## src/design/double_ended_priority_queue_assert.svh

```systemverilog
// Assertion macros for the double-ended priority queue.
`ifndef DOUBLE_ENDED_PRIORITY_QUEUE_ASSERT_SVH
`define DOUBLE_ENDED_PRIORITY_QUEUE_ASSERT_SVH

`ifndef SYNTHESIS
`define DEPQ_ASSERT(lbl, clk, rst_n, prop, msg) \
    lbl: assert property (@(posedge clk) disable iff (!rst_n) prop) else $error(msg);
`define DEPQ_ASSERT_ALWAYS(lbl, clk, prop, msg) \
    lbl: assert property (@(posedge clk) prop) else $error(msg);
`else
`define DEPQ_ASSERT(lbl, clk, rst_n, prop, msg)
`define DEPQ_ASSERT_ALWAYS(lbl, clk, prop, msg)
`endif

`endif

```

## src/design/depq_pkg.sv

```systemverilog
// Shared types and constants for the double-ended priority queue.
`default_nettype none

package depq_pkg;

    localparam int DEPQ_CAPACITY = 16;
    localparam int COUNT_OUT_W   = 5;

    typedef enum logic [1:0] {
        OP_INSERT  = 2'd0,
        OP_DEL_MIN = 2'd1,
        OP_DEL_MAX = 2'd2,
        OP_QUERY   = 2'd3
    } op_t;

    typedef enum logic [1:0] {
        ST_OK    = 2'd0,
        ST_FULL  = 2'd1,
        ST_EMPTY = 2'd2
    } status_t;

    typedef enum logic {
        S_IDLE,
        S_REPORT
    } state_t;

    typedef struct packed {
        logic signed [15:0] prio;
        logic signed [15:0] temp;
    } entry_t;

    typedef struct packed {
        op_t                op;
        logic signed [15:0] priority_req;
        logic signed [15:0] temperature;
    } in_item_t;

    typedef struct packed {
        status_t                  status;
        logic signed [15:0]       removed_priority;
        logic signed [15:0]       removed_temperature;
        logic [COUNT_OUT_W-1:0]   entry_count;
        logic signed [15:0]       max_priority;
        logic signed [15:0]       max_temperature;
        logic signed [15:0]       min_priority;
        logic signed [15:0]       min_temperature;
    } out_item_t;

    // Broadcast to every cell of the chain.
    typedef struct packed {
        logic   en;
        op_t    op;
        entry_t item;
    } cell_cmd_t;

endpackage

`default_nettype wire

```

## src/design/double_ended_priority_queue.sv

```systemverilog
// Top level of the double-ended priority queue built as a chain of sorting cells.
`default_nettype none
`include "double_ended_priority_queue_assert.svh"

// Holds up to CAPACITY (priority, temperature) pairs in descending priority
// order, one pair per cell, head in cell 0. In the accept cycle every cell
// updates at once from its own compare and its neighbors (insert shifts toward
// the tail, delete-max toward the head); then, in S_REPORT, once the result
// register can take it, the tail cell is selected by the count and the result
// is registered. No new item is taken until that result is loaded; one
// finished result may wait in the result register. Storage needs no
// clearing after reset: only cells below the count are ever reported.
module double_ended_priority_queue #(
    parameter int CAPACITY = depq_pkg::DEPQ_CAPACITY
) (
    input  wire logic                clk,
    input  wire logic                rst_n,
    input  wire logic                req_valid,
    output logic                     req_stall,
    input  wire depq_pkg::in_item_t  req,
    output logic                     rsp_valid,
    input  wire logic                rsp_stall,
    output depq_pkg::out_item_t      rsp
);
    import depq_pkg::*;

    localparam int CNT_W = $clog2(CAPACITY + 1);
    localparam int IDX_W = (CAPACITY > 1) ? $clog2(CAPACITY) : 1;

    state_t            state_reg;
    state_t            state_next;
    logic [CNT_W-1:0]  count_reg;
    logic [CNT_W-1:0]  count_next;
    status_t           status_reg;
    entry_t            removed_reg;
    out_item_t         rsp_reg;
    logic              rsp_valid_reg;

    entry_t            cell_entry [CAPACITY];
    logic              cell_gt    [CAPACITY];
    cell_cmd_t         cmd;

    logic              accept;
    logic              load;
    logic              fail_full;
    logic              fail_empty;
    logic [CNT_W-1:0]  tail_pos;
    logic [IDX_W-1:0]  tail_idx;
    entry_t            tail_entry;
    entry_t            removed_sel;

    assign accept     = req_valid && !req_stall;
    assign fail_full  = (req.op == OP_INSERT) && (count_reg == CNT_W'(CAPACITY));
    assign fail_empty = ((req.op == OP_DEL_MIN) || (req.op == OP_DEL_MAX)) &&
                        (count_reg == '0);
    assign tail_pos   = count_reg - CNT_W'(1);
    assign tail_idx   = tail_pos[IDX_W-1:0];
    assign tail_entry = cell_entry[tail_idx];

    assign cmd.en        = accept && !fail_full && !fail_empty;
    assign cmd.op        = req.op;
    assign cmd.item.prio = req.priority_req;
    assign cmd.item.temp = req.temperature;

    genvar gi;
    generate
        for (gi = 0; gi < CAPACITY; gi++)
        begin : g_cell
            entry_t left_e;
            logic   left_g;
            entry_t right_e;

            if (gi == 0)
            begin : g_head
                assign left_e = cmd.item;
                assign left_g = 1'b1;
            end
            else
            begin : g_mid
                assign left_e = cell_entry[gi-1];
                assign left_g = cell_gt[gi-1];
            end

            if (gi == CAPACITY - 1)
            begin : g_tail
                assign right_e = cell_entry[gi];
            end
            else
            begin : g_body
                assign right_e = cell_entry[gi+1];
            end

            depq_cell #(
                .INDEX (gi),
                .CNT_W (CNT_W)
            ) u_cell (
                .clk         (clk),
                .cmd         (cmd),
                .count       (count_reg),
                .left_entry  (left_e),
                .left_gt     (left_g),
                .right_entry (right_e),
                .entry       (cell_entry[gi]),
                .gt          (cell_gt[gi])
            );
        end
    endgenerate

    always_comb
    begin
        count_next = count_reg;
        if (cmd.en)
        begin
            case (req.op)
                OP_INSERT:                  count_next = count_reg + CNT_W'(1);
                OP_DEL_MIN, OP_DEL_MAX:     count_next = count_reg - CNT_W'(1);
                default:                    count_next = count_reg;
            endcase
        end
    end

    always_comb
    begin
        removed_sel = '0;
        if (cmd.en)
        begin
            case (req.op)
                OP_DEL_MIN: removed_sel = tail_entry;
                OP_DEL_MAX: removed_sel = cell_entry[0];
                default:    removed_sel = '0;
            endcase
        end
    end

    // Next state
    always_comb
    begin
        state_next = state_reg;
        unique case (state_reg)
            S_IDLE:   if (accept) state_next = S_REPORT;
            S_REPORT: if (load)   state_next = S_IDLE;
            default:  state_next = S_IDLE;
        endcase
    end

    // FSM outputs
    always_comb
    begin
        req_stall = 1'b1;
        load      = 1'b0;
        unique case (state_reg)
            S_IDLE:
            begin
                req_stall = 1'b0;
            end
            S_REPORT:
            begin
                load = !rsp_valid_reg || !rsp_stall;
            end
            default:
            begin
                req_stall = 1'b1;
            end
        endcase
    end

    always_ff @(posedge clk or negedge rst_n)
    begin
        if (!rst_n)
        begin
            state_reg     <= S_IDLE;
            count_reg     <= '0;
            rsp_valid_reg <= 1'b0;
        end
        else
        begin
            state_reg <= state_next;
            count_reg <= count_next;
            if (load)
            begin
                rsp_valid_reg <= 1'b1;
            end
            else if (!rsp_stall)
            begin
                rsp_valid_reg <= 1'b0;
            end
        end
    end

    always_ff @(posedge clk)
    begin
        if (accept)
        begin
            status_reg  <= fail_full ? ST_FULL : (fail_empty ? ST_EMPTY : ST_OK);
            removed_reg <= removed_sel;
        end
        if (load)
        begin
            rsp_reg.status              <= status_reg;
            rsp_reg.removed_priority    <= removed_reg.prio;
            rsp_reg.removed_temperature <= removed_reg.temp;
            rsp_reg.entry_count         <= COUNT_OUT_W'(count_reg);
            if (count_reg == '0)
            begin
                rsp_reg.max_priority    <= '0;
                rsp_reg.max_temperature <= '0;
                rsp_reg.min_priority    <= '0;
                rsp_reg.min_temperature <= '0;
            end
            else
            begin
                rsp_reg.max_priority    <= cell_entry[0].prio;
                rsp_reg.max_temperature <= cell_entry[0].temp;
                rsp_reg.min_priority    <= tail_entry.prio;
                rsp_reg.min_temperature <= tail_entry.temp;
            end
        end
    end

    assign rsp_valid = rsp_valid_reg;
    assign rsp       = rsp_reg;

    `DEPQ_ASSERT(a_count_bound, clk, rst_n, count_reg <= CNT_W'(CAPACITY), "count over capacity")
    `DEPQ_ASSERT(a_full_holds, clk, rst_n, accept && fail_full |=> $stable(count_reg), "full insert changed count")
    `DEPQ_ASSERT(a_insert_inc, clk, rst_n, cmd.en && (req.op == OP_INSERT) |=> count_reg == $past(count_reg) + CNT_W'(1), "insert did not add one")
    `DEPQ_ASSERT(a_accept_report, clk, rst_n, accept |=> state_reg == S_REPORT, "accept without report")
    `DEPQ_ASSERT(a_rsp_source, clk, rst_n, $rose(rsp_valid_reg) |-> $past(state_reg == S_REPORT), "result without item")

endmodule

`default_nettype wire

```

## src/design/depq_cell.sv

```systemverilog
// One position of the sorted chain: holds a pair, shifts toward head or tail.
`default_nettype none

module depq_cell #(
    parameter int INDEX = 0,
    parameter int CNT_W = 5
) (
    input  wire logic                clk,
    input  wire depq_pkg::cell_cmd_t cmd,
    input  wire logic [CNT_W-1:0]    count,
    input  wire depq_pkg::entry_t    left_entry,
    input  wire logic                left_gt,
    input  wire depq_pkg::entry_t    right_entry,
    output depq_pkg::entry_t         entry,
    output logic                     gt
);
    import depq_pkg::*;

    entry_t entry_reg;
    entry_t entry_next;

    // Live and strictly greater than the incoming priority: stays in place.
    assign gt    = (CNT_W'(INDEX) < count) &&
                   ($signed(entry_reg.prio) > $signed(cmd.item.prio));
    assign entry = entry_reg;

    always_comb
    begin
        entry_next = entry_reg;
        if (cmd.en)
        begin
            case (cmd.op)
                OP_INSERT:
                begin
                    if (!gt)
                    begin
                        entry_next = left_gt ? cmd.item : left_entry;
                    end
                end
                OP_DEL_MAX:
                begin
                    entry_next = right_entry;
                end
                default:
                begin
                    entry_next = entry_reg;
                end
            endcase
        end
    end

    always_ff @(posedge clk)
    begin
        entry_reg <= entry_next;
    end

endmodule

`default_nettype wire
```

## config.mk

```make
export PLATFORM = sky130hd
export DESIGN_NAME = double_ended_priority_queue
export DESIGN_NICKNAME = d
export VERILOG_FILES = /design/src/design/depq_pkg.sv /design/src/design/double_ended_priority_queue.sv /design/src/design/depq_cell.sv
export VERILOG_INCLUDE_DIRS = /design/src /design/src/design
export SDC_FILE = /design/constraint.sdc
export NUM_CORES = 2
export LEC_CHECK = 0
export ABC_AREA = 1
export BUFFER_PORTS_ARGS = -buffer_cell sky130_fd_sc_hd__clkbuf_2
export CAP_MARGIN = 20
export CORE_MARGIN = 2
export CORE_UTILIZATION = 39
export DETAILED_ROUTE_END_ITERATION = 6
export MAX_ROUTING_LAYER = met4
export SLEW_MARGIN = 20
export SYNTH_ARGS = -nofsm -noshare
export SYNTH_HDL_FRONTEND = slang
export SYNTH_SLANG_ARGS = --single-unit
```

## constraint.sdc

```tcl
create_clock -name clk -period 10.62 [get_ports clk]
set_input_delay 2.655 -clock clk [delete_from_list [all_inputs] [get_ports clk]]
set_output_delay 2.655 -clock clk [all_outputs]
set_load 0.02 [all_outputs]
```

======== Word-level counts from Yosys, hierarchy flattened ========
Cells that the tools add are included.
cells by class
  add/subtract/negate cells ............... 2
  magnitude comparators ................... 33
  eq/ne operators ......................... 19
  muxes and demuxes ....................... 58
  bitwise operators ....................... 3
  reductions and logical operators ........ 49
operators with widths
  cell                                                                          number
  32-bit 2-to-1 mux                                                             32
  32-bit one-hot mux with 2 select lines                                        16
  16-bit greater-than comparator                                                16
  32-bit binary-select mux with 4-bit select                                    1
  3-bit AND reduction                                                           16
  4-bit by 5-bit less-than comparator with 1-bit output (first input constant)  8
  2-bit inequality test (second input constant)                                 15
  1-bit logical AND                                                             21
  3-bit by 5-bit less-than comparator with 1-bit output (first input constant)  4
  1-bit by 5-bit less-than comparator with 1-bit output (first input constant)  2
  2-bit by 5-bit less-than comparator with 1-bit output (first input constant)  2
  5-bit one-hot mux with 2 select lines                                         1
  1-bit 2-to-1 mux                                                              6
  5-bit by 1-bit adder with 5-bit output (second input constant)                1
  5-bit == test (second input constant)                                         1
  5-bit >= comparator (second input constant)                                   1
  5-bit zero test                                                               1
  4-bit NOT with 5-bit output                                                   1
  5-bit by 1-bit subtractor with 5-bit output (second input constant)           1
  1-bit zero test                                                               4
  2-bit nonzero test                                                            2
  2-bit by 1-bit == test with 1-bit output (second input constant)              1
  2-bit == test (second input constant)                                         1
  2-bit zero test                                                               1
  7 further kinds                                                               9
word-level totals
  register bits after elaboration ......... 656
  bits of input ports ..................... 38
  logic and storage cells ................. 210

======== Depth between registers and ports, before layout ========
  depth after elaboration ................. 6
  gate-level depth with buffers ........... 17

======== Hierarchy ========
A second synthesis with hierarchy kept.
unflattened totals
  cell total of the unflattened synthesis .. 6,046
  area, all modules ....................... 46,425.8 um^2
by module, submodules not included
  module                             times used  cells each  area each (um^2)
  double_ended_priority_queue        1           1,798       11,340.9
  depq_cell (g_cell[10].u_cell ...)  3           267         2,178.3
  depq_cell (g_cell[5].u_cell)       1           260         2,337.2
  depq_cell (g_cell[3].u_cell)       1           259         2,333.5
  depq_cell (g_cell[12].u_cell)      1           267         2,192.1
  depq_cell (g_cell[8].u_cell)       1           269         2,185.8
  depq_cell (g_cell[2].u_cell)       1           267         2,180.8
  depq_cell (g_cell[13].u_cell)      1           266         2,175.8
  depq_cell (g_cell[1].u_cell)       1           265         2,170.8
  depq_cell (g_cell[11].u_cell)      1           265         2,169.6
  depq_cell (g_cell[15].u_cell)      1           265         2,165.8
  depq_cell (g_cell[0].u_cell)       1           266         2,164.6
  depq_cell (g_cell[14].u_cell)      1           266         2,163.3
  depq_cell (g_cell[9].u_cell)       1           267         2,159.6
  depq_cell (g_cell[7].u_cell)       1           265         2,150.8

======== Least setup slack after synthesis ========
Ideal clock, no wire load.
  path type ............................... input-to-reg
  from .................................... in rsp_stall
  to ...................................... reg rsp_reg (netlist bit rsp[0]), enable pin
  arrival ................................. 7.645 ns
  required time ........................... 10.021 ns
  setup slack ............................. 2.375 ns
  cell stages on the path ................. 1
  buffers on the path ..................... 0
  cells stage by stage .................... a21oi_1
between the ends
  word-level cells in the longest chain between the ends .. 3
ends and longest elaborated chain
  what              RTL line                            text
  start, declared   double_ended_priority_queue.sv:22   input wire logic rsp_stall,
  1-bit zero test   n/a
  1-bit logical OR  double_ended_priority_queue.sv:158  load = !rsp_valid_reg || !rsp_stall;
  1-bit 2-to-1 mux  double_ended_priority_queue.sv:151  unique case (state_reg)
  end, declared     double_ended_priority_queue.sv:36   out_item_t rsp_reg;
Every way passes these cells.
A chain may end at the register's enable or synchronous reset.

======== Worst setup path in the final report ========
  from .................................... in req[31] (netlist name)
  to ...................................... reg g_cell[4].u_cell.entry_reg (netlist bit g_cell[4].u_cell.entry[29]), enable pin
between the ends
  word-level cells in the longest chain between the ends .. 4
ends and longest elaborated chain
  what                                    RTL line                           text
  start, declared                         double_ended_priority_queue.sv:20  input wire depq_pkg::in_item_t req,
  16-bit greater-than comparator          depq_cell.sv:24                    ($signed(entry_reg.prio) > $signed(cmd.item.prio));
  1-bit logical AND                       depq_cell.sv:23                    assign gt = (CNT_W'(INDEX) < count) &&
  2-bit inequality test (no source line)  n/a
  3-bit AND reduction (no source line)    n/a
  end signal, assigned                    depq_cell.sv:54                    entry_reg <= entry_next;
  end, declared                           depq_cell.sv:19                    entry_t entry_reg;
Every way passes these cells.

==> results.sh <==
export IMPL_status="finished clean"
export IMPL_syn_avg_cell_area_um2=7.62
export IMPL_die_x_um=344
export IMPL_finalHoldViolations=0
export IMPL_postRouteAntennaNets=0
export IMPL_cts_tree="done"
export IMPL_finalWirelength_um=165000
export IMPL_cts_made_buffers=77
export IMPL_cp_max_fo=33
export IMPL_min_period_ns=5.82
export IMPL_ioPinCount=143
export IMPL_intPower_mw=6.44
export IMPL_fin_nets=6134
export IMPL_syn_inst=5924
export IMPL_maxCapViolations=0
export IMPL_p_per_area_nw_per_um2=253
export IMPL_clock_path_buffers=3
export IMPL_power_switching_mw=6.02
export IMPL_relSlewSlack=0.281
export IMPL_wl_per_cell_um=22.3
export IMPL_grt_pass1_wl_um=247000
export IMPL_mostFrequentLayoutCells="1,787 x nand2_1, 1,053 x nand3_1, 649 x edfxtp_1, 638 x inv_1, 371 x a21oi_1"
export IMPL_die_h_um=344
export IMPL_min_period_over_period=0.548
export IMPL_ys_ff_latch=656
export IMPL_cp_end_kind="flip-flop"
export IMPL_synth_edff_count=649
export IMPL_setup_viol_count_final=0
export IMPL_clk_pin_slew_ns=0.06
export IMPL_p_leak_nw=22.4
export IMPL_hold_class="reg2reg"
export IMPL_syn_num_nets=6226
export IMPL_seqCellArea_um2=19700
export IMPL_drive_gt1_frac=0.0720
export IMPL_portBuffers=142
export IMPL_post_drt_via_cell_ratio=5.71
export IMPL_core_um2=115000
export IMPL_ys_warn_count=0
export IMPL_grt_usage=0.281
export IMPL_syn2layout_area_growth_pct=9.25
export IMPL_post_cts_buffers=0
export IMPL_firstDrtPassIters=6
export IMPL_vias=42300
export IMPL_critPathLaunchType="primary input"
export IMPL_multi_input_area_um2=21500
export IMPL_grt_overflow=0
export IMPL_dp_hpwl_um=113000
export IMPL_seq_area_frac_synth=0.436
export IMPL_rsz0062_at_grt="false"
export IMPL_fin_worst_skew_ns=0.0258
export IMPL_antenna_found_initial=3
export IMPL_fillers=11700
export IMPL_layout_commonest_cell="nand2_1"
export IMPL_p_clk_frac=0.207
export IMPL_path_class="in2reg"
export IMPL_grt_max_degree=200
export IMPL_first_global_vias=38800
export IMPL_report_final_slew_viol_count=0
export IMPL_fin_hold_ws_ns=0.413
export IMPL_clk_insertion_delay_late_ns=0.65
export IMPL_comb_power_share=0.500
export IMPL_worst_slew_pin_slew_ns=1.08
export IMPL_seqPwrFrac=0.293
export IMPL_ctsHoldBuffers=0
export IMPL_htreeDepth=3
export IMPL_drtIter0Drc=5589
export IMPL_clock_fmax_mhz=172
export IMPL_fin_setup_tns_ns=0
export IMPL_arrival_ns=6.13
export IMPL_clock_sinks=656
export IMPL_ys_flop_type="edfxtp_1"
export IMPL_die_area_um2=118000
export IMPL_rows=124
export IMPL_cp_required_ns=10.93
export IMPL_swShare=0.483
export IMPL_drc=0
export IMPL_start_util=0.394
export IMPL_syn_cell_area_um2=45100
export IMPL_gp_congestion=0.924
export IMPL_largest_register_ffs=512
export IMPL_synth_cell_type_count=39
export IMPL_peakVddDrop_v=0.000232
export IMPL_cts_root_buf="clkbuf_16"
export IMPL_async_reset_ff_frac=0.0107
export IMPL_cts_resized=0
[power by group through the flow]
stage                     logic (mW)  clock network [mW]  registers [mW]
after floorplan                 3.81                   0            3.74
after global placement          5.97                   0            3.70
after detailed placement        6.04                   0            3.70
after CTS                       6.05                2.60            3.65
after global routing            6.73                2.69            3.68
final                           6.22                2.58            3.65
[cell usage after synthesis, types with 12 or more instances]
cell / count / area (um^2)
nand3_1: 1056 / 5290
a21oi_1: 372 / 1860
nand2_2: 14 / 87.6
inv_2: 14 / 52.6
nand4_1: 107 / 669
o21bai_1: 12 / 90.1
o21ai_0: 325 / 1630
a31oi_1: 14 / 87.6
a22oi_1: 30 / 225
nand2_1: 1788 / 6710
buf_2: 118 / 591
buf_1: 21 / 78.8
o211ai_1: 30 / 225
nor2_1: 146 / 548
edfxtp_1: 649 / 19500
inv_1: 639 / 2400
ha_1: 264 / 3300
buf_4: 34 / 255
clkbuf_1: 227 / 852
[routing by layer]
layer  routed length (um)  vias to the layer above  track usage
li1                     -                    19800            -
met1                70900                    20000        0.391
met2                72500                     2225        0.415
met3                17200                      243       0.0513
met4                 4820                        0       0.0826
met5                    0                        -            -
[worst max-delay path, cell delays in order]
cell and delay (ns):
clkbuf_2 0.09, inv_1 0.39, buf_4 0.36, ha_1 0.27, nand2_1 0.08, nor2_1 0.16, nand2_1 0.11, nor2_2 0.17
nand2_1 0.12, nand4_1 0.13, nand2_2 0.43, a31oi_4 0.73, buf_4 0.39
[path summary, 6_finish.rpt]
kind	startpoint	end	slack (ns)	depth (start not counted)
min reg2reg	removed_reg[7]	rsp[76]	0.41	0
max in group asynchronous	rst_n	count_reg[0]	8.49	1
max reg2reg	count_reg[3]	g_cell[4].u_cell.entry[29]	6.04	13
min	removed_reg[7]	rsp[76]	0.41	0
max	req[31]	g_cell[4].u_cell.entry[29]	4.80	13
min in group asynchronous	rst_n	state_reg	1.89	1
[area by class of cell]
type / count / share of cell area
diodes: 3 / 0.000152
clock buffers: 99 / 0.0420
clock inverters: 38 / 0.00535
inverters: 653 / 0.0501
multi-input cells: 4212 / 0.436
flip-flops and latches: 656 / 0.399
well taps: 1512 / 0.0384
repair buffers: 232 / 0.0292
[stage by stage]
stage,worst slack (ns),power (mW),util,std cells,cell area (um^2)
after floorplan,2.38,7.55,-,5924,45100
after global placement,4.21,9.67,0.410,7263,46900
after detailed placement,4.22,9.74,0.410,7263,46900
after CTS,4.87,12.3,0.430,7400,49200
after global routing,4.56,13.1,0.431,7405,49300
final,4.80,12.5,0.431,7405,49300
[cells by family (layout without fill, tap and decap cells)]
kind of cell,after synthesis,count (layout),synth area share
AND/OR/NAND/NOR,3134,3134,0.299
AO/OA/AOI/OAI,811,811,0.0976
adder cells (fa/ha/maj),264,264,0.0732
other,0,3,0
XOR/XNOR,3,3,0.000582
flip-flops,656,656,0.436
buffers and inverters,1056,1022,0.0944
Power figures use the tool's default switching activity.
